$ cat config.mk
export PLATFORM = sky130hd
export DESIGN_NAME = kpbt_coord_blend
export DESIGN_NICKNAME = d
export VERILOG_FILES = /design/src/rtl/core/kpbt_pkg.sv /design/src/rtl/core/kpbt_coord_blend.sv
export SDC_FILE = /design/constraint.sdc
export NUM_CORES = 2
export LEC_CHECK = 0
export BUFFER_PORTS_ARGS = -buffer_cell sky130_fd_sc_hd__buf_2
export CELL_PAD_IN_SITES_DETAIL_PLACEMENT = 1
export CELL_PAD_IN_SITES_GLOBAL_PLACEMENT = 1
export CORE_MARGIN = 3
export CORE_UTILIZATION = 30
export CTS_BUF_LIST = sky130_fd_sc_hd__clkbuf_4
export DETAILED_ROUTE_END_ITERATION = 8
export PLACE_DENSITY_LB_ADDON = 0.1
export SYNTH_ARGS = -nofsm -noshare
export SYNTH_HDL_FRONTEND = slang
export SYNTH_SLANG_ARGS = --single-unit
$ cat constraint.sdc
create_clock -name clk_i -period 18.4 [get_ports clk_i]
set_input_delay 0 -clock clk_i [delete_from_list [all_inputs] [get_ports clk_i]]
set_output_delay 0 -clock clk_i [all_outputs]
set_load 0.02 [all_outputs]
$ cat src/rtl/core/kpbt_pkg.sv
package kpbt_pkg;

  localparam int TABLE_DEPTH_DEF  = 64;
  localparam int KEY_BITS_DEF     = 16;
  localparam int WEIGHT_FRAC_DEF  = 16;

  // key compare lanes, slot = row * NUM_LANES + lane
  localparam int NUM_LANES = 16;
  localparam int LANE_W    = 4;

  localparam int NCOORD  = 6;
  localparam int COORD_W = 32;
  localparam int IDX_W   = 6;
  localparam int PART_W  = 16;

  typedef enum logic [1:0] {
    CMD_BLEND  = 2'd0,
    CMD_LOAD   = 2'd1,
    CMD_CLEAR  = 2'd2,
    CMD_LOOKUP = 2'd3
  } cmd_e;

  typedef enum logic [2:0] {
    ST_IDLE,
    ST_SCAN,
    ST_DRAIN,
    ST_DECIDE,
    ST_DIFF,
    ST_MUL,
    ST_ADD,
    ST_RESP
  } state_e;

  typedef logic signed [COORD_W-1:0] coord_t;
  typedef coord_t [NCOORD-1:0] pose_t;

  typedef struct packed {
    cmd_e                      cmd;
    logic [PART_W-1:0]         part_id;
    logic signed [COORD_W-1:0] in_pos_x;
    logic signed [COORD_W-1:0] in_pos_y;
    logic signed [COORD_W-1:0] in_pos_z;
    logic signed [COORD_W-1:0] in_rot_x;
    logic signed [COORD_W-1:0] in_rot_y;
    logic signed [COORD_W-1:0] in_rot_z;
    logic                      add_if_missing;
  } req_t;

  typedef struct packed {
    logic [PART_W-1:0]         out_part_id;
    logic signed [COORD_W-1:0] out_pos_x;
    logic signed [COORD_W-1:0] out_pos_y;
    logic signed [COORD_W-1:0] out_pos_z;
    logic signed [COORD_W-1:0] out_rot_x;
    logic signed [COORD_W-1:0] out_rot_y;
    logic signed [COORD_W-1:0] out_rot_z;
    logic                      hit;
    logic                      overflow;
    logic [IDX_W-1:0]          entry_index;
  } rsp_t;

  typedef struct packed {
    logic start;
    logic cmp_valid;
    logic highest;
  } merge_ctl_t;

  function automatic pose_t req_pose(req_t r);
    pose_t p;
    p[0] = r.in_pos_x;
    p[1] = r.in_pos_y;
    p[2] = r.in_pos_z;
    p[3] = r.in_rot_x;
    p[4] = r.in_rot_y;
    p[5] = r.in_rot_z;
    return p;
  endfunction

  function automatic rsp_t rsp_set_pose(rsp_t r, pose_t p);
    rsp_t o;
    o = r;
    o.out_pos_x = p[0];
    o.out_pos_y = p[1];
    o.out_pos_z = p[2];
    o.out_rot_x = p[3];
    o.out_rot_y = p[4];
    o.out_rot_z = p[5];
    return o;
  endfunction

endpackage

$ cat src/rtl/core/kpbt_coord_blend.sv
module kpbt_coord_blend #(
  parameter int WEIGHT_FRAC_BITS = kpbt_pkg::WEIGHT_FRAC_DEF
) (
  input  logic                        clk_i,
  input  logic                        diff_en_i,
  input  logic                        mul_en_i,
  input  logic signed [31:0]          old_i,
  input  logic signed [31:0]          in_i,
  input  logic [WEIGHT_FRAC_BITS:0]   weight_i,
  output logic signed [31:0]          blend_o
);

  localparam int W_W    = WEIGHT_FRAC_BITS + 1;
  localparam int PROD_W = 33 + W_W + 1;
  localparam int Q_W    = PROD_W - WEIGHT_FRAC_BITS;
  localparam int SUM_W  = Q_W + 1;

  logic signed [32:0]       diff_q;
  logic signed [W_W:0]      w_s;
  logic signed [PROD_W-1:0] prod_d;
  logic signed [PROD_W-1:0] prod_q;
  logic signed [PROD_W-1:0] biased;
  logic signed [Q_W-1:0]    q;
  logic signed [SUM_W-1:0]  sum;
  logic                     in_range;

  always_ff @(posedge clk_i) begin
    if (diff_en_i) begin
      diff_q <= $signed({in_i[31], in_i}) - $signed({old_i[31], old_i});
    end
  end

  assign w_s    = $signed({1'b0, weight_i});
  assign prod_d = PROD_W'(diff_q) * PROD_W'(w_s);

  always_ff @(posedge clk_i) begin
    if (mul_en_i) begin
      prod_q <= prod_d;
    end
  end

  // truncate toward zero: bias negative products before the shift
  assign biased = prod_q + (prod_q[PROD_W-1]
                  ? PROD_W'((1 << WEIGHT_FRAC_BITS) - 1) : PROD_W'(0));
  assign q      = biased[PROD_W-1:WEIGHT_FRAC_BITS];
  assign sum    = SUM_W'(q) + SUM_W'(old_i);

  assign in_range = (sum[SUM_W-1:31] == '0) || (sum[SUM_W-1:31] == '1);

  always_comb begin
    if (in_range) begin
      blend_o = sum[31:0];
    end else if (sum[SUM_W-1]) begin
      blend_o = 32'sh8000_0000;
    end else begin
      blend_o = 32'sh7fff_ffff;
    end
  end

endmodule

==> results.cfg <==
[global_routing]
first_global_vias = 23300
track_usage = 0.184
grt_pass1_wl_mm = 134
grt_start_max_net_pins = 52
grt.overflow.total = 0
grt_antenna_before_repair = 4

[clocking]
clk_latency_ns = 0.55
clock-root-buffer = clkbuf_4
cts.clk_slew.worst_paths_ns = 0.18
clock_sinks = 84
cts_buffer_depth = 2
h-tree-depth = 3
cts_tree = done
cts-buffers-inserted = 9

[timing]
fin_crit_ns = 7.48
slew_violations = 0
setup_viol = 0
setup_tns_ns = 0
skew_ns = 0.0364
finalHoldViolCount = 0
rsz0062_at_grt = false
fin_crit_sh = 0.407
fmax_mhz = 134
max_slew.worst_pin.slew_ns = 1.07
max_slew_margin = 0.286

[final_layout]
layout-drive-gt1-share = 0.0594
multiInputGateArea_um2 = 21200
layout_commonest_cell = inv_1
fill_cells = 10400
mostFrequentLayoutCells = inv_1 (681), fa_1 (538), nand2_1 (409)
seq_area_um2 = 2520
nets = 3881
area_delta_synth_final_pct = 7.60

[setup_path]
cp_cell_sequence = and2_1 > fa_1 > inv_1 > fa_1 > fa_1 > fa_1 > inv_1 > fa_1 > inv_1 > fa_1 > inv_1 > ha_1 > o21a_1 > o211ai_1 > o21ai_0 > a21oi_1 > o31ai_2 > a21oi_2 > o21ai_1 > a211oi_1 > nor3_1 > or4_1
cpPeakStageDelay_ns = 0.71
crit_path_frequent_cell = fa_1
path_max_fanout = 17
slowest_stage = edfxtp_1
path_class = reg2reg
reg2reg_slack_ns = 10.92
required_ns = 18.69
reg2reg_from = diff_q[10]
critical_path_arrival_ns = 7.77
critPathLaunchType = flop
crit_path_start = diff_q[10]
crit_buf_inv = 4
critPathTopFamily = adder cells
cp-end-kind = flop

[detailed_routing]
via_per_inst = 4.76
drtAntennaViolNets = 0
drt-initial-drc-count = 682
wirelength_mm = 83.9
drcViolationCount = 0
vias = 20100
drtPass1Iterations = 5
wl_per_cell_um = 19.9

[yosys]
netlist_area_um2 = 26700
yosys.area.top_type_share = 0.403
synth_adder_area_share = 0.498
synth_area_leaders = fa_1 (40%), inv_1 (9.6%), ha_1 (9.5%), edfxtp_1 (9.4%), nand2_1 (5.7%)
synth_top_family_by_area = adder cells
synth.mux.area_fraction = 0.00117
synth_flop_cell = edfxtp_1
synth_cells = 3009
synthSimpleGateAreaFrac = 0.154
ys_warn_count = 0
synthArstFlopShare = 0
synth_seq_area_share = 0.0944
synth_edf_count = 84
synth.net_count = 3833
netlist-cell-type-count = 70
synth_compound_gate_area_share = 0.0944
avgSynthCellArea_um2 = 8.88
ys_ff_latch = 84
synth_xor_area_frac = 0.0456
yosys.area.top_type = fa_1

[min_path]
worstHoldStart = in_i[21]
hp-class = in2reg

[placement]
port_buffers = 115
gp_congestion = 0.820
hpwl_mm = 69.2

[floorplanning]
die_x_um = 304
pin_count = 116
initial_core_util = 0.305
num_rows = 108
die_area_um2 = 92700
die_h_um = 304
core_um2 = 87600

[run_status]
status = completed

[job]
cap_viol_max_count = 0
-- metrics by stage --
stage | instance area [µm²] | setup WS, ns | std cells | utilization | hold slack, ns
2_1_floorplan | 26700 | 11.99 | 3009 | - | 0.112
3_3_place_gp | 28500 | 11.08 | 4184 | 0.325 | 0.431
3_5_place_dp | 28500 | 10.99 | 4184 | 0.325 | 0.432
4_1_cts | 28800 | 10.95 | 4217 | 0.328 | 0.00480
5_1_grt | 28800 | 10.49 | 4219 | 0.328 | 0.0211
6_report | 28800 | 10.92 | 4219 | 0.328 | 0.0431
-- path summary, 6_finish.rpt --
path                                    to  depth (start not counted)
worst max-delay path            prod_q[45]                         22
worst min-delay path            diff_q[21]                          3
worst max register to register  prod_q[45]                         22
worst min register to register   prod_q[0]                          1
-- flip-flops by register name, summed over array words and instances, names as in the netlist --
| name | cells |
|---|---|
| diff_q | 33 |
| prod_q | 51 |
-- worst register-to-register path, stage by stage, from the launching register on --
cell and delay (ns):
edfxtp_1 0.71, and2_1 0.31, fa_1 0.53, inv_1 0.06, fa_1 0.56, fa_1 0.45
fa_1 0.54, inv_1 0.05, fa_1 0.47, inv_1 0.05, fa_1 0.48, inv_1 0.04
ha_1 0.36, o21a_1 0.24, o211ai_1 0.17, o21ai_0 0.11, a21oi_1 0.36, o31ai_2 0.19
a21oi_2 0.33, o21ai_1 0.16, a211oi_1 0.45, nor3_1 0.09, or4_1 0.52
-- cells in the mapped netlist (16+ instances only) --
cell type,n
a21o_1,60
a21oi_1,121
and2_1,220
and3_1,19
clkbuf_1,112
edfxtp_1,84
fa_1,538
ha_1,202
inv_1,681
nand2_1,409
nand2b_1,17
nand3_1,42
nand4_1,17
nor2_1,64
nor2b_1,19
nor3_1,20
o21ai_0,56
o21ai_1,37
o21bai_1,16
xnor2_1,98
xor2_1,41
-- metal layers --
metal | GRT usage | vias up | routed length (µm)
met1 | 0.226 | 10500 | 35500
met5 | 0 | - | 7
met4 | 0.0397 | 2 | 1820
met2 | 0.351 | 171 | 45400
li1 | - | 9326 | -
met3 | 0.0134 | 82 | 1160
-- final cells by class --
class / instances / share of cell area
Antenna cell: 2 / 0.000174
Clock buffer: 9 / 0.00235
Clock inverter: 7 / 0.00174
Inverter: 681 / 0.0889
Multi-Input combinational cell: 2126 / 0.737
Sequential cell: 84 / 0.0877
Tap cell: 1155 / 0.0503
Timing Repair Buffer: 155 / 0.0319
-- repair_timing --
item,4_1_cts,5_1_grt
gates resized for setup,0,0
buffers inserted,0,0
hold buffers,17,0
hold endpoints to repair,12,0
-- cell families (layout without fill, tap and decap cells) --
kind of cell / count (synthesis) / after routing
fa+ha+maj: 740 / 740
compound gates: 391 / 391
xor+xnor: 139 / 139
flops: 84 / 84
other cells: 0 / 2
mux: 3 / 3
simple gates: 853 / 853
buf+inv: 799 / 852
Power is not shown: default switching activity piles up to over one toggle a cycle in this logic, so the estimate is an artifact.
