<file path="src/rtl/core/kpbt_pkg.sv">
package kpbt_pkg;

  localparam int TABLE_DEPTH_DEF  = 64;
  localparam int KEY_BITS_DEF     = 16;
  localparam int WEIGHT_FRAC_DEF  = 16;

  // key compare lanes, slot = row * NUM_LANES + lane
  localparam int NUM_LANES = 16;
  localparam int LANE_W    = 4;

  localparam int NCOORD  = 6;
  localparam int COORD_W = 32;
  localparam int IDX_W   = 6;
  localparam int PART_W  = 16;

  typedef enum logic [1:0] {
    CMD_BLEND  = 2'd0,
    CMD_LOAD   = 2'd1,
    CMD_CLEAR  = 2'd2,
    CMD_LOOKUP = 2'd3
  } cmd_e;

  typedef enum logic [2:0] {
    ST_IDLE,
    ST_SCAN,
    ST_DRAIN,
    ST_DECIDE,
    ST_DIFF,
    ST_MUL,
    ST_ADD,
    ST_RESP
  } state_e;

  typedef logic signed [COORD_W-1:0] coord_t;
  typedef coord_t [NCOORD-1:0] pose_t;

  typedef struct packed {
    cmd_e                      cmd;
    logic [PART_W-1:0]         part_id;
    logic signed [COORD_W-1:0] in_pos_x;
    logic signed [COORD_W-1:0] in_pos_y;
    logic signed [COORD_W-1:0] in_pos_z;
    logic signed [COORD_W-1:0] in_rot_x;
    logic signed [COORD_W-1:0] in_rot_y;
    logic signed [COORD_W-1:0] in_rot_z;
    logic                      add_if_missing;
  } req_t;

  typedef struct packed {
    logic [PART_W-1:0]         out_part_id;
    logic signed [COORD_W-1:0] out_pos_x;
    logic signed [COORD_W-1:0] out_pos_y;
    logic signed [COORD_W-1:0] out_pos_z;
    logic signed [COORD_W-1:0] out_rot_x;
    logic signed [COORD_W-1:0] out_rot_y;
    logic signed [COORD_W-1:0] out_rot_z;
    logic                      hit;
    logic                      overflow;
    logic [IDX_W-1:0]          entry_index;
  } rsp_t;

  typedef struct packed {
    logic start;
    logic cmp_valid;
    logic highest;
  } merge_ctl_t;

  function automatic pose_t req_pose(req_t r);
    pose_t p;
    p[0] = r.in_pos_x;
    p[1] = r.in_pos_y;
    p[2] = r.in_pos_z;
    p[3] = r.in_rot_x;
    p[4] = r.in_rot_y;
    p[5] = r.in_rot_z;
    return p;
  endfunction

  function automatic rsp_t rsp_set_pose(rsp_t r, pose_t p);
    rsp_t o;
    o = r;
    o.out_pos_x = p[0];
    o.out_pos_y = p[1];
    o.out_pos_z = p[2];
    o.out_rot_x = p[3];
    o.out_rot_y = p[4];
    o.out_rot_z = p[5];
    return o;
  endfunction

endpackage

</file>
<file path="src/rtl/core/kpbt_merge.sv">
module kpbt_merge #(
  parameter int ROW_W = 2
) (
  input  logic                                 clk_i,
  input  logic                                 rst_ni,
  input  kpbt_pkg::merge_ctl_t                 ctl_i,
  input  logic [ROW_W-1:0]                     row_i,
  input  logic [kpbt_pkg::NUM_LANES-1:0]       match_i,
  output logic                                 found_o,
  output logic [ROW_W+kpbt_pkg::LANE_W-1:0]    slot_o
);

  logic                        found_q;
  logic [ROW_W+kpbt_pkg::LANE_W-1:0] slot_q;
  logic [kpbt_pkg::LANE_W-1:0] lo_idx;
  logic [kpbt_pkg::LANE_W-1:0] hi_idx;
  logic                        any;
  logic                        take;

  always_comb begin
    lo_idx = '0;
    hi_idx = '0;
    for (int l = kpbt_pkg::NUM_LANES - 1; l >= 0; l--) begin
      if (match_i[l]) begin
        lo_idx = kpbt_pkg::LANE_W'(l);
      end
    end
    for (int l = 0; l < kpbt_pkg::NUM_LANES; l++) begin
      if (match_i[l]) begin
        hi_idx = kpbt_pkg::LANE_W'(l);
      end
    end
  end

  assign any  = |match_i;
  // rows arrive in ascending order: lowest keeps the first, highest the last
  assign take = ctl_i.cmp_valid && any && (ctl_i.highest || !found_q);

  always_ff @(posedge clk_i or negedge rst_ni) begin
    if (!rst_ni) begin
      found_q <= 1'b0;
    end else if (ctl_i.start) begin
      found_q <= 1'b0;
    end else if (take) begin
      found_q <= 1'b1;
    end
  end

  always_ff @(posedge clk_i) begin
    if (take) begin
      slot_q <= {row_i, ctl_i.highest ? hi_idx : lo_idx};
    end
  end

  assign found_o = found_q;
  assign slot_o  = slot_q;

endmodule

</file>
<file path="config.mk">
export PLATFORM = sky130hd
export DESIGN_NAME = kpbt_merge
export DESIGN_NICKNAME = d
export VERILOG_FILES = /design/src/rtl/core/kpbt_pkg.sv /design/src/rtl/core/kpbt_merge.sv
export SDC_FILE = /design/constraint.sdc
export NUM_CORES = 1
export LEC_CHECK = 0
export BUFFER_PORTS_ARGS = -buffer_cell sky130_fd_sc_hd__buf_2
export CAP_MARGIN = 20
export CORE_MARGIN = 4
export CORE_UTILIZATION = 35
export DETAILED_ROUTE_END_ITERATION = 7
export PLACE_DENSITY = 0.72
export SYNTH_ARGS = -nofsm -noshare
export SYNTH_HDL_FRONTEND = slang
export SYNTH_SLANG_ARGS = --single-unit
</file>
<file path="constraint.sdc">
create_clock -name clk_i -period 3.59 [get_ports clk_i]
set_clock_uncertainty 0.1 [all_clocks]
set_input_delay 0.5385 -clock clk_i [delete_from_list [all_inputs] [get_ports clk_i]]
set_output_delay 0.5385 -clock clk_i [all_outputs]
set_load 0.02 [all_outputs]
</file>
==> run summary <==
The flow ran to the end, and the final reports show no timing, DRC or antenna violations. The most used flip-flop cell after synthesis is sky130_fd_sc_hd__edfxtp_1. The signed area change from the synthesized netlist to the final layout is 38.37%. The depth of the most critical reg-to-reg path was 1. Setup total negative slack on the finished layout was measured at 0 ns. The starting density of the core came out at 0.3865. The critical path goes through buf_2 -> nor4_1 -> nand2_1 -> o21ai_1 -> a21oi_1.

The number of synthesized flops with an enable pin is 6. The transition at the pin with the smallest max-transition slack is 0.5479 ns. Summed over all nets, the half-perimeter wirelength after detailed placement is 1143 um.

The clock group share of total power was 0.310. The fraction of layout cells with a size suffix above 1 was 0.3367; the weighted congestion reported at the end of routability-driven placement was 0.8380. Type of destination of the critical path: a flop. The worst-case IR drop observed on VDD is 0.1143 mV. The combinational fraction of design power is 0.258. Library cell used as clock root buffer: sky130_fd_sc_hd__clkbuf_4. In the synthesized netlist, the cells that appear most often are sky130_fd_sc_hd__nor2_1, sky130_fd_sc_hd__inv_1, sky130_fd_sc_hd__a21oi_1, sky130_fd_sc_hd__edfxtp_1, sky130_fd_sc_hd__o31ai_1. Post-CTS timing repair inserted 0 buffers for setup. The cell class contributing the biggest share of worst-path delay is simple AND/OR/NAND/NOR gates. The classification of the worst setup path is primary input to flop. The clock-pin slew of the registers on the worst-case setup and hold paths is 0.05 ns. The tools report the data required time of the worst path as 3.44 ns. The net switching power figure is 0.06261 mW, and the fraction of post-synthesis cell area in the top cell type by area is 0.3453. The kind of start point of the critical path is a primary input.

The finished layout holds 113 standard cells, fillers aside. Setup violations remaining at the end of the flow were counted as 0. The TritonCTS sink count was 7; the number of failing hold endpoints at the final stage was 0. Entering global routing, the biggest net connects 8 pins. Synthesis handed over a netlist of 64 instances. The number of port buffers was 29.

TritonCTS built the clock tree. Each instance of the synthesized netlist takes up on average 8.152 sq um. The first detailed-routing pass took 3 iterations.

The total core area was 0.001350 sq mm; the final-report max-slew violation count was 0. The headroom to the max-slew limit came out at 0.6347. The area of the mapped netlist came out at 521.8 sq um. The cell type with the highest aggregate area in the netlist was sky130_fd_sc_hd__edfxtp_1.

The first-iteration detailed-routing DRC count was 10; the total number of cells along the worst setup path was 5. The number of nets in the finished design came out at 122. The initialized floorplan defines 13 standard-cell rows.

For the remaining number of nets flagged by the antenna check after routing, the log shows 0. For the via count of the first global-routing pass, the log shows 568. Type of the tightest min-delay check: primary input to flop. The ratio of final minimum period to clock period was 0.4856. The design draws 0.2231 mW. For the I/O pin count, the log shows 30.

The share of async-settable or async-resettable flops after synthesis is 0.1429. The mean number of vias per cell came out at 5.540. For this run, the slowest stage of the critical path takes 0.49 ns. The sequential cell fraction of total power is 0.433. The highest fanout seen on the critical path is 6. The filler cells instantiated in the layout total 133. The run gives 0 as the detailed-route DRC error count.

The run gives 87 as the number of nets produced by synthesis. For the number of distinct library cells after synthesis, the log shows 25. The die covers 0.002172 sq mm. Sorting the synthesized cells by area gives the leading types as sky130_fd_sc_hd__edfxtp_1, sky130_fd_sc_hd__nor2_1, sky130_fd_sc_hd__a21oi_1. TritonCTS created 3 clock buffers.

The longest clock path from root to sink contains 2 buffers. The total buffers and inverters traversed by the critical path works out to 1. The first global-routing pass estimated 2132 um of wire.

The Yosys step of the flow raised 0 warnings. The post-layout minimum cycle time is 1.743 ns, and the routed via count is 626. Setup repair after global routing left no endpoint under its margin. The number of H-tree branching levels was 1; the design internal power was 0.1605 mW. Dividing the detail-routed wire length by the instance count gives 12.09 um. The data arrival at the endpoint of the critical path was 1.60 ns; the height of the chip was 46.61 um. The logs give 0.3424 nW for the leakage component of the power and 0.5348 for the core occupancy in the finished layout. The global router's overall resource usage is 0.1396. The most repeated cell in the gate-level netlist after synthesis is sky130_fd_sc_hd__nor2_1.

The number of antenna violations at the first check in global routing was 0. On the critical path, the stage with the largest delay is an instance of sky130_fd_sc_hd__nor4_1. Once placement completed, the tool counted placed cells totaling 108.

The die is 46.61 um wide. Along the worst hold path, the cell count comes to 2. The antenna diode count is 0, and the post-detailed-routing wire length is 1366 um. Achievable frequency: 573.7 MHz. Power spread over the standard cell area amounts to 309.1 mW/mm^2. In this run, synthesis produced a sequential element count of 7.

Across the run, the number of max-cap violations was 0. The post-synthesis sequential area ratio is 0.3933, and the overall overflow remaining after global route is 0. The switching share of power works out to 0.2806. The source-to-sink clock delay at the later pin of the worst-skew pair came out at 0.25 ns.
==> registers in the layout, indices dropped and copies added (netlist names) <==
signal   cells
slot_o       6
found_o      1
==> cells in the final DEF, fill, tap and decap left out, types with 2 or more instances in the layout <==
master	instances
sky130_fd_sc_hd__buf_2	29
sky130_fd_sc_hd__inv_1	9
sky130_fd_sc_hd__nor4_1	2
sky130_fd_sc_hd__o31ai_1	4
sky130_fd_sc_hd__nor2_1	10
sky130_fd_sc_hd__o22ai_1	2
sky130_fd_sc_hd__a21oi_1	7
sky130_fd_sc_hd__nand2_1	2
sky130_fd_sc_hd__clkbuf_4	3
sky130_fd_sc_hd__a31oi_1	3
sky130_fd_sc_hd__nor3_1	3
sky130_fd_sc_hd__o21ai_0	2
sky130_fd_sc_hd__edfxtp_1	6
==> power groups by stage <==
stage | combinational [mW] | clock (mW) | sequential (mW)
after floorplan | 0.0197 | 0 | 0.105
after global placement | 0.0553 | 0 | 0.0979
after detailed placement | 0.0565 | 0 | 0.0982
after CTS | 0.0574 | 0.0716 | 0.0967
after global routing | 0.0641 | 0.0763 | 0.0970
final | 0.0575 | 0.0691 | 0.0966
==> layout make-up <==
| class | count | area, sq um | share of cell area |
|---|---|---|---|
| multi-input combinational | 48 | 282.8 | 0.3917 |
| sequential | 7 | 205.2 | 0.2842 |
| timing repair buffer | 30 | 155.1 | 0.2149 |
| inverter | 9 | 33.78 | 0.04679 |
| clock buffer | 4 | 26.28 | 0.03640 |
| tap | 15 | 18.77 | 0.02600 |
==> through the flow <==
| step | area [sq um] | hold WS, ns | setup slack [ns] |
|---|---|---|---|
| after floorplan | 521.8 | 0.1429 | 1.903 |
| after detailed placement | 685.7 | 0.2134 | 1.593 |
| after global placement | 685.7 | 0.2125 | 1.628 |
| final | 721.9 | 0.3307 | 1.847 |
| after global routing | 721.9 | 0.3249 | 1.743 |
| after CTS | 721.9 | 0.3284 | 1.851 |
==> layer usage <==
| layer | vias to the layer above | GRT usage | part of all wire |
|---|---|---|---|
| li1 | 317 | - | - |
| met1 | 283 | 0.1412 | 0.40 |
| met2 | 22 | 0.2582 | 0.51 |
| met3 | 4 | 0.02734 | 0.075 |
| met4 | 0 | 0.08287 | 0.019 |
| met5 | - | 0 | 0 |
==> logic make-up (layout without fill, tap and decap cells) <==
family	Yosys count	count (layout)	synth area share
buf+inv	9	43	0.06474
compound gates	27	27	0.3453
flops	7	7	0.3933
simple gates	21	21	0.1967
==> worst paths after layout <==
path                                startpoint                  end  slack [ns]
min                                   ctl_i[2]  found_o$_DFFE_PN0P_        0.33
max reg2reg                found_o$_DFFE_PN0P_  slot_o[4]$_DFFE_PP_        2.27
max                                 match_i[7]  slot_o[4]$_DFFE_PP_        1.85
max in group asynchronous               rst_ni  found_o$_DFFE_PN0P_        2.81
min reg2reg                found_o$_DFFE_PN0P_  found_o$_DFFE_PN0P_        0.43
min in group asynchronous               rst_ni  found_o$_DFFE_PN0P_        0.50
==> repair_timing <==
item,in CTS,in global routing
gates resized for setup,0,0
hold buffers,1,0
hold endpoints to repair,1,0
(Power assumes the default switching activity.)
