--- src/rtl/core/kpbt_pkg.sv ---
package kpbt_pkg;

  localparam int TABLE_DEPTH_DEF  = 64;
  localparam int KEY_BITS_DEF     = 16;
  localparam int WEIGHT_FRAC_DEF  = 16;

  // key compare lanes, slot = row * NUM_LANES + lane
  localparam int NUM_LANES = 16;
  localparam int LANE_W    = 4;

  localparam int NCOORD  = 6;
  localparam int COORD_W = 32;
  localparam int IDX_W   = 6;
  localparam int PART_W  = 16;

  typedef enum logic [1:0] {
    CMD_BLEND  = 2'd0,
    CMD_LOAD   = 2'd1,
    CMD_CLEAR  = 2'd2,
    CMD_LOOKUP = 2'd3
  } cmd_e;

  typedef enum logic [2:0] {
    ST_IDLE,
    ST_SCAN,
    ST_DRAIN,
    ST_DECIDE,
    ST_DIFF,
    ST_MUL,
    ST_ADD,
    ST_RESP
  } state_e;

  typedef logic signed [COORD_W-1:0] coord_t;
  typedef coord_t [NCOORD-1:0] pose_t;

  typedef struct packed {
    cmd_e                      cmd;
    logic [PART_W-1:0]         part_id;
    logic signed [COORD_W-1:0] in_pos_x;
    logic signed [COORD_W-1:0] in_pos_y;
    logic signed [COORD_W-1:0] in_pos_z;
    logic signed [COORD_W-1:0] in_rot_x;
    logic signed [COORD_W-1:0] in_rot_y;
    logic signed [COORD_W-1:0] in_rot_z;
    logic                      add_if_missing;
  } req_t;

  typedef struct packed {
    logic [PART_W-1:0]         out_part_id;
    logic signed [COORD_W-1:0] out_pos_x;
    logic signed [COORD_W-1:0] out_pos_y;
    logic signed [COORD_W-1:0] out_pos_z;
    logic signed [COORD_W-1:0] out_rot_x;
    logic signed [COORD_W-1:0] out_rot_y;
    logic signed [COORD_W-1:0] out_rot_z;
    logic                      hit;
    logic                      overflow;
    logic [IDX_W-1:0]          entry_index;
  } rsp_t;

  typedef struct packed {
    logic start;
    logic cmp_valid;
    logic highest;
  } merge_ctl_t;

  function automatic pose_t req_pose(req_t r);
    pose_t p;
    p[0] = r.in_pos_x;
    p[1] = r.in_pos_y;
    p[2] = r.in_pos_z;
    p[3] = r.in_rot_x;
    p[4] = r.in_rot_y;
    p[5] = r.in_rot_z;
    return p;
  endfunction

  function automatic rsp_t rsp_set_pose(rsp_t r, pose_t p);
    rsp_t o;
    o = r;
    o.out_pos_x = p[0];
    o.out_pos_y = p[1];
    o.out_pos_z = p[2];
    o.out_rot_x = p[3];
    o.out_rot_y = p[4];
    o.out_rot_z = p[5];
    return o;
  endfunction

endpackage

--- src/rtl/core/kpbt_key_lane.sv ---
module kpbt_key_lane #(
  parameter int KEY_BITS = kpbt_pkg::KEY_BITS_DEF,
  parameter int ROWS     = 4,
  parameter int ROW_W    = 2,
  parameter int CNT_W    = 7,
  parameter int LANE_IDX = 0
) (
  input  logic                clk_i,
  input  logic                we_i,
  input  logic [ROW_W-1:0]    waddr_i,
  input  logic [KEY_BITS-1:0] wkey_i,
  input  logic [ROW_W-1:0]    raddr_i,
  input  logic [KEY_BITS-1:0] key_i,
  input  logic [CNT_W-1:0]    count_i,
  input  logic [ROW_W-1:0]    cmp_row_i,
  output logic                match_o
);

  localparam int CMP_W = ROW_W + kpbt_pkg::LANE_W + CNT_W;

  logic [KEY_BITS-1:0] mem [ROWS];
  logic [KEY_BITS-1:0] rdata_q;
  logic                live;

  always_ff @(posedge clk_i) begin
    if (we_i) begin
      mem[waddr_i] <= wkey_i;
    end
  end

  always_ff @(posedge clk_i) begin
    rdata_q <= mem[raddr_i];
  end

  // only slots below the fill count hold entries
  assign live = CMP_W'({cmp_row_i, kpbt_pkg::LANE_W'(LANE_IDX)}) < CMP_W'(count_i);
  assign match_o = live && (rdata_q == key_i);

endmodule

--- config.mk ---
export PLATFORM = sky130hd
export DESIGN_NAME = kpbt_key_lane
export DESIGN_NICKNAME = d
export VERILOG_FILES = /design/src/rtl/core/kpbt_pkg.sv /design/src/rtl/core/kpbt_key_lane.sv
export SDC_FILE = /design/constraint.sdc
export NUM_CORES = 1
export LEC_CHECK = 0
export CAP_MARGIN = 20
export CORE_UTILIZATION = 61
export CTS_CLUSTER_SIZE = 30
export DETAILED_ROUTE_END_ITERATION = 6
export DONT_BUFFER_PORTS = 1
export PLACE_DENSITY_LB_ADDON = 0.25
export SLEW_MARGIN = 0
export SYNTH_ARGS = -nofsm -noshare
export SYNTH_HDL_FRONTEND = slang
export SYNTH_SLANG_ARGS = --single-unit
export TNS_END_PERCENT = 30
--- constraint.sdc ---
create_clock -name clk_i -period 2.2 [get_ports clk_i]
set_clock_uncertainty 0.05 [all_clocks]
set_input_delay 0.11 -clock clk_i [delete_from_list [all_inputs] [get_ports clk_i]]
set_output_delay 0.11 -clock clk_i [all_outputs]
set_load 0.005 [all_outputs]
==> out/summary.txt, run 1 <==
Max Buffers Root-to-Sink - 2
Congestion Overflow GR - 0
Drt drc - 3
Max Cap Viol - 0
Diodes inserted - 0
Worst Setup Slack, final - 0.2599 ns
Relative slew slack - 0.3305
CP endpoint kind - flop
Largest cells by area after synthesis - edfxtp_1, dfxtp_1, mux4_2, mux4_1, xor2_1
Synthesized net count - 186
Die X - 71.36 um
Fmax - 515.4 MHz
Vias/cell - 5.951
Starting Density - 0.6558
Synth warn - 0
Largest net degree at the start of global routing - 17
P&R area growth vs syn - 15.86%
Status - complete, but fails checks
Worst Path Class, Setup - in -> reg
Worst-path clk slew - 0.07 ns
Crit Path Max Fanout - 16
Drt wl/cell - 20.15 um
Drt total wl - 4553 um
Area leader, netlist - edfxtp_1
RSZ-0062 raised after global routing - no
Boundary Pins - 48
WP data arrival - 2.12 ns
Startpoint type of the worst setup path - input pin
Num rows - 24
Avg Cell Area, Syn - 21.42 um^2
FF+latch count, synth - 80
Failing checks - DRC
Die ar. - 0.005092 mm^2
Placed Cells - 188
Synth Cell Area - 0.002934 mm^2
Dpl ws - 0.7587 ns
Overall routing resource usage - 0.2031
Height of the die - 71.36 um
CTS Buf Count - 9
Worst Max-Slew Pin Slew - 1.001 ns
Final #Nets - 218
Core area - 0.004474 mm^2
CTS tree - done
Final hold vios - 0
Router iterations before antenna repair - 6
Initial antenna violation count - 0
Hold_ws - 0.1025 ns
1st-iter DRT viols - 125
Share of the yosys chip area belonging to registers - 0.7642
Power density cells - 863.6 mW/mm^2
Leak Pwr - 1.185 nW
Port buffer count - 0
Vias - 1,345
Clock sinks - 80
Gate Count Post-Synth - 137
Yosys cell types - 22
Root buf cell - clkbuf_8
Top cell type's share of synthesized area - 0.6550
Final setup fails - 0
Final Non-Filler Cells - 226
Max Slew Vio Count - 0
Routed Antenna Nets - 0
Share of cells above drive strength 1 - 0.1609
Vias in the first global route - 1,385
Final min period - 1.940 ns
Class of the tightest hold or removal check - in -> reg
First-pass GRT wire length - 7003 um
Placer Congestion - 0.7253
H-tree levels - 3
Final Cycle Share - 0.8819
Max VDD drop - 646.6 uV
WP data required - 2.38 ns
Fin Setup TNS - 0 ns
Clk Latency, worst-skew pair - 0.34 ns
Fin util - 0.7598
-- where the power goes --
group	switching (mW)	internal, mW
Combinational	0.0764	0.0991
Clock	0.472	0.538
Sequential	0.0258	1.72
Total	0.574	2.36
-- per-stage QoR --
step                area (um^2)  total power, mW
CTS                        3400            2.956
floorplan                  2934            1.889
global route               3400            3.037
global placement           2985            1.897
finish                     3400            2.936
detailed placement         2985            1.907
-- layout by cell type, fill, tap and decap left out, types with 2 or more instances in the layout --
master and count:
clkbuf_8 11, nor4_1 3, clkbuf_1 2, dlygate4sd3_1 22, nor2_1 3, buf_4 3
dfxtp_1 16, inv_1 3, edfxtp_1 64, clkinv_2 2, xnor2_1 3, xor2_1 13
mux4_2 10, mux4_1 6, ha_1 2
-- cell families (layout without fill, tap and decap cells) --
family	after synthesis	count (layout)	share of synthesized area
xor gates and xnor gates	16	16	0.04776
buffers and inverters	7	44	0.01791
and+or+nand+nor	14	14	0.02729
DFF	80	80	0.7642
muxes	16	16	0.1305
AOI/OAI and AO/OA	2	2	0.003838
adders and majority gates	2	2	0.008527
-- worst max-delay path, cell delays in order --
cell,delay [ns]
dlygate4sd3_1,1.05
mux4_1,0.39
dlygate4sd3_1,0.56
-- final timing paths --
check | end | cells past startpoint | from | slack, ns
worst min-delay path | mem[0][7] | 1 | we_i | 0.10
worst max register to register | rdata_q[4] | 2 | mem[1][4] | 0.62
worst min register to register | rdata_q[10] | 1 | mem[2][10] | 0.50
worst max-delay path | rdata_q[4] | 3 | raddr_i[1] | 0.26
-- area by class of cell --
class	count	area [um^2]
inverters	3	11.26
fillers	253	1075
clock buffers	14	183.9
flip-flops and latches	80	2242
repair buffers	25	242.7
well taps	52	65.06
clock inverters	2	10.01
multi-input cells	50	644.4
-- registers in the layout, indices dropped and copies added, names as in the netlist --
signal and count:
rdata_q 16, mem 64
-- Yosys cell counts --
master    number
edfxtp_1      64
dfxtp_1       16
xor2_1        13
mux4_2        10
mux4_1         6
inv_1          3
nor2_1         3
nor4_1         3
xnor2_1        3
buf_2          2
ha_1           2
nor3b_1        2
a21oi_1        1
a31oi_1        1
and3_1         1
and3b_1        1
buf_12         1
buf_6          1
nand2_1        1
nand3_1        1
nand4_1        1
nor3_1         1
-- what timing repair did --
action                                 CTS  global route
setup buffers                            0             0
hold buffers                            22             0
endpoints found under the hold margin   84             0
gates resized for setup                  0             0
-- metal layers --
| metal | GRT usage | vias to the layer above | wire length, um |
|---|---|---|---|
| met1 | 0.2479 | 669 | 1858 |
| met5 | 0 | - | 0 |
| met2 | 0.3259 | 57 | 2311 |
| met4 | 0.08667 | 0 | 61 |
| met3 | 0.08158 | 5 | 321 |
| li1 | - | 614 | - |
(Power assumes the default switching activity.)
==> inputs of run 2 (changes only) <==
- CORE_UTILIZATION: 61 -> 66
- clock period: 2.2 -> 2.3 ns (I/O delays scaled with it)
==> run 2 against run 1 <==
Compared with the run above: the flow now finishes without violations; worst hold slack better by 0.050 ns; setup slack better by 0.056 ns; critical path depth stayed put; combinational power is 5% lower; utilization is 5.1 points higher; sequential share of layout area is 0.76 points higher; global-route usage is 2.7 points higher; die area is 7.4% lower; non-clock buffer count is 3 lower; wire length is 4.7% higher; final cell count is 2.2% lower; via count is 3.2% lower; critical path type unchanged; largest power group unchanged.
==> out/summary.txt, run 2 (synthesis results as in run 1) <==
Status - finished clean
Worst Path Class, Setup - in -> reg
Initial antenna violation count - 0 (unchanged)
Num rows - 23 (-4.2%)
Critical path's slowest cell - dlygate4sd3_1
1st-iter DRT viols - 87 (-30%)
Worst r2r src - mem[3][1]
Final hold vios - 0 (unchanged)
Critical path buffer and inverter count - 2 (unchanged)
Most frequent cells in the layout - edfxtp_1, dlygate4sd3_1, dfxtp_1, xor2_1, clkbuf_8
P&R area growth vs syn - 14.54%
Placer Congestion - 0.6917 (-4.6%)
Congestion Overflow GR - 0 (unchanged)
Worst Setup Slack, final - 0.3162 ns (+0.05632 ns)
Overall routing resource usage - 0.2301 (+0.02699)
Share of cells above drive strength 1 - 0.1579 (-0.003025)
Routed Antenna Nets - 0 (unchanged)
Post-route total power - 2.773 mW (-5.5%)
Hold_ws - 0.1530 ns (+0.05044 ns)
WP data required - 2.47 ns (+0.09 ns)
Worst hold endpoint - mem[0][0]
Vias in the first global route - 1,325 (-4.3%)
Final #Nets - 215 (-1.4%)
Post-CTS sizing - 0 (unchanged)
Depth of the most critical reg-to-reg path - 2 (unchanged)
Die X - 68.68 um (-3.8%)
Port buffer count - 0 (unchanged)
Worst hold path startpoint - waddr_i[0]
Max VDD drop - 744.6 uV (+15%)
H-tree levels - 3 (unchanged)
Most common cell after layout, fill and taps aside - edfxtp_1
First-pass GRT wire length - 6706 um (-4.2%)
Max Slew Vio Count - 0 (unchanged)
Fin util - 0.8110 (+0.05120)
Leak Pwr - 1.161 nW (-2.1%)
Router iterations before antenna repair - 4 (-2)
Worst Max-Slew Pin Slew - 0.9858 ns (-0.01522 ns)
Vias - 1,302 (-3.2%)
Diodes inserted - 0 (unchanged)
Drt drc - 0 (-3)
Root buf cell - clkbuf_8
Hold Path Depth - 2 (+1)
Fin Setup TNS - 0 ns (unchanged)
Worst-path clk slew - 0.07 ns (about the same)
Relative slew slack - 0.3406 (+0.01018)
Boundary Pins - 48 (unchanged)
Die ar. - 0.004716 mm^2 (-7.4%)
Post-DP HPWL - 2861 um
Power density cells - 825.3 mW/mm^2 (-4.4%)
Reg with most FFs - mem
Drt wl/cell - 21.57 um (+7.1%)
CP delay by family, top - buffers and inverters
Final setup fails - 0 (unchanged)
Most used cell, CP - dlygate4sd3_1
Clock sinks - 80 (unchanged)
WP data arrival - 2.15 ns (+0.03 ns)
R2R Setup Slk - 0.70 ns (+0.08 ns)
Dpl ws - 0.9083 ns (+0.1496 ns)
RSZ-0062 raised after global routing - no
Max stage delay on crit path - 1.06 ns (about the same)
Clk Latency, worst-skew pair - 0.33 ns (about the same)
Critical register-to-register path endpoint - rdata_q[1]
CTS tree - done
Vias/cell - 5.891 (-1.0%)
Drt total wl - 4768 um (+4.7%)
Critical-path cell list - dlygate4sd3_1 > mux4_1 > dlygate4sd3_1
Class of the tightest hold or removal check - in -> reg
CTS Buf Count - 9 (unchanged)
Fmax - 504.1 MHz
Startpoint type of the worst setup path - input pin
Largest net degree at the start of global routing - 17 (unchanged)
Number of flip-flops in the largest register - 64 (unchanged)
Height of the die - 68.68 um (-3.8%)
Regs by FF count - mem: 64 flops, rdata_q: 16 flops
Core area - 0.004144 mm^2 (-7.4%)
Max Buffers Root-to-Sink - 2 (unchanged)
Post-CTS Setup Bufs - 0 (unchanged)
Final Cycle Share - 0.8625
CP endpoint kind - flop
Crit Path Max Fanout - 16 (unchanged)
Starting Density - 0.7080 (+0.05227)
Final min period - 1.984 ns
Max Cap Viol - 0 (unchanged)
[run 2: layer usage]
layer | global-route usage | part of all wire | wire length [um] | vias up
li1 | - | - | - | 606
met1 | 0.2437 | 0.39 | 1836 | 638
met2 | 0.4240 | 0.55 | 2618 | 52
met3 | 0.07566 | 0.055 | 263 | 6
met4 | 0.08073 | 0.010 | 50 | 0
met5 | 0 | 0 | 0 | -
[run 2: how the worst max path moves through the flow]
stage / startpoint / cells after the start / endpoint / slack (ns)
2_1_floorplan: waddr_i[0] / 1 / mem[0][0] / 0.47
3_3_place_gp: rdata_q[1] / 4 / match_o / 0.94
3_5_place_dp: rdata_q[1] / 4 / match_o / 0.91
4_1_cts: raddr_i[1] / 3 / rdata_q[1] / 0.32
5_1_grt: raddr_i[1] / 3 / rdata_q[1] / 0.26
6_report: raddr_i[1] / 3 / rdata_q[1] / 0.32
[run 2: layout make-up]
class                           count  area, um^2
Sequential cell                    80        2242
Fill cell                         201       783.3
Multi-Input combinational cell     50       644.4
Timing Repair Buffer               22       215.2
Clock buffer                       14       172.7
Tap cell                           50       62.56
Clock inverter                      2       12.51
Inverter                            3       11.26
[run 2: what timing repair did]
action	4_1_cts	5_1_grt
hold endpoints to repair	80	1
setup endpoints to repair	0	0
hold buffers	19	1
[run 2: where the power goes]
part | leakage, nW | switching [mW] | internal, mW | total (mW)
registers | 0.723 | 0.0286 | 1.65 | 1.68
clock network | 0.0927 | 0.447 | 0.480 | 0.927
logic | 0.345 | 0.0761 | 0.0921 | 0.168
total | 1.16 | 0.551 | 2.22 | 2.77
[run 2: through the flow]
stage | instances | instance area (um^2)
final | 221 | 3361
after global routing | 221 | 3361
after detailed placement | 185 | 2975
after CTS | 220 | 3351
after global placement | 185 | 2975
after floorplan | 137 | 2934
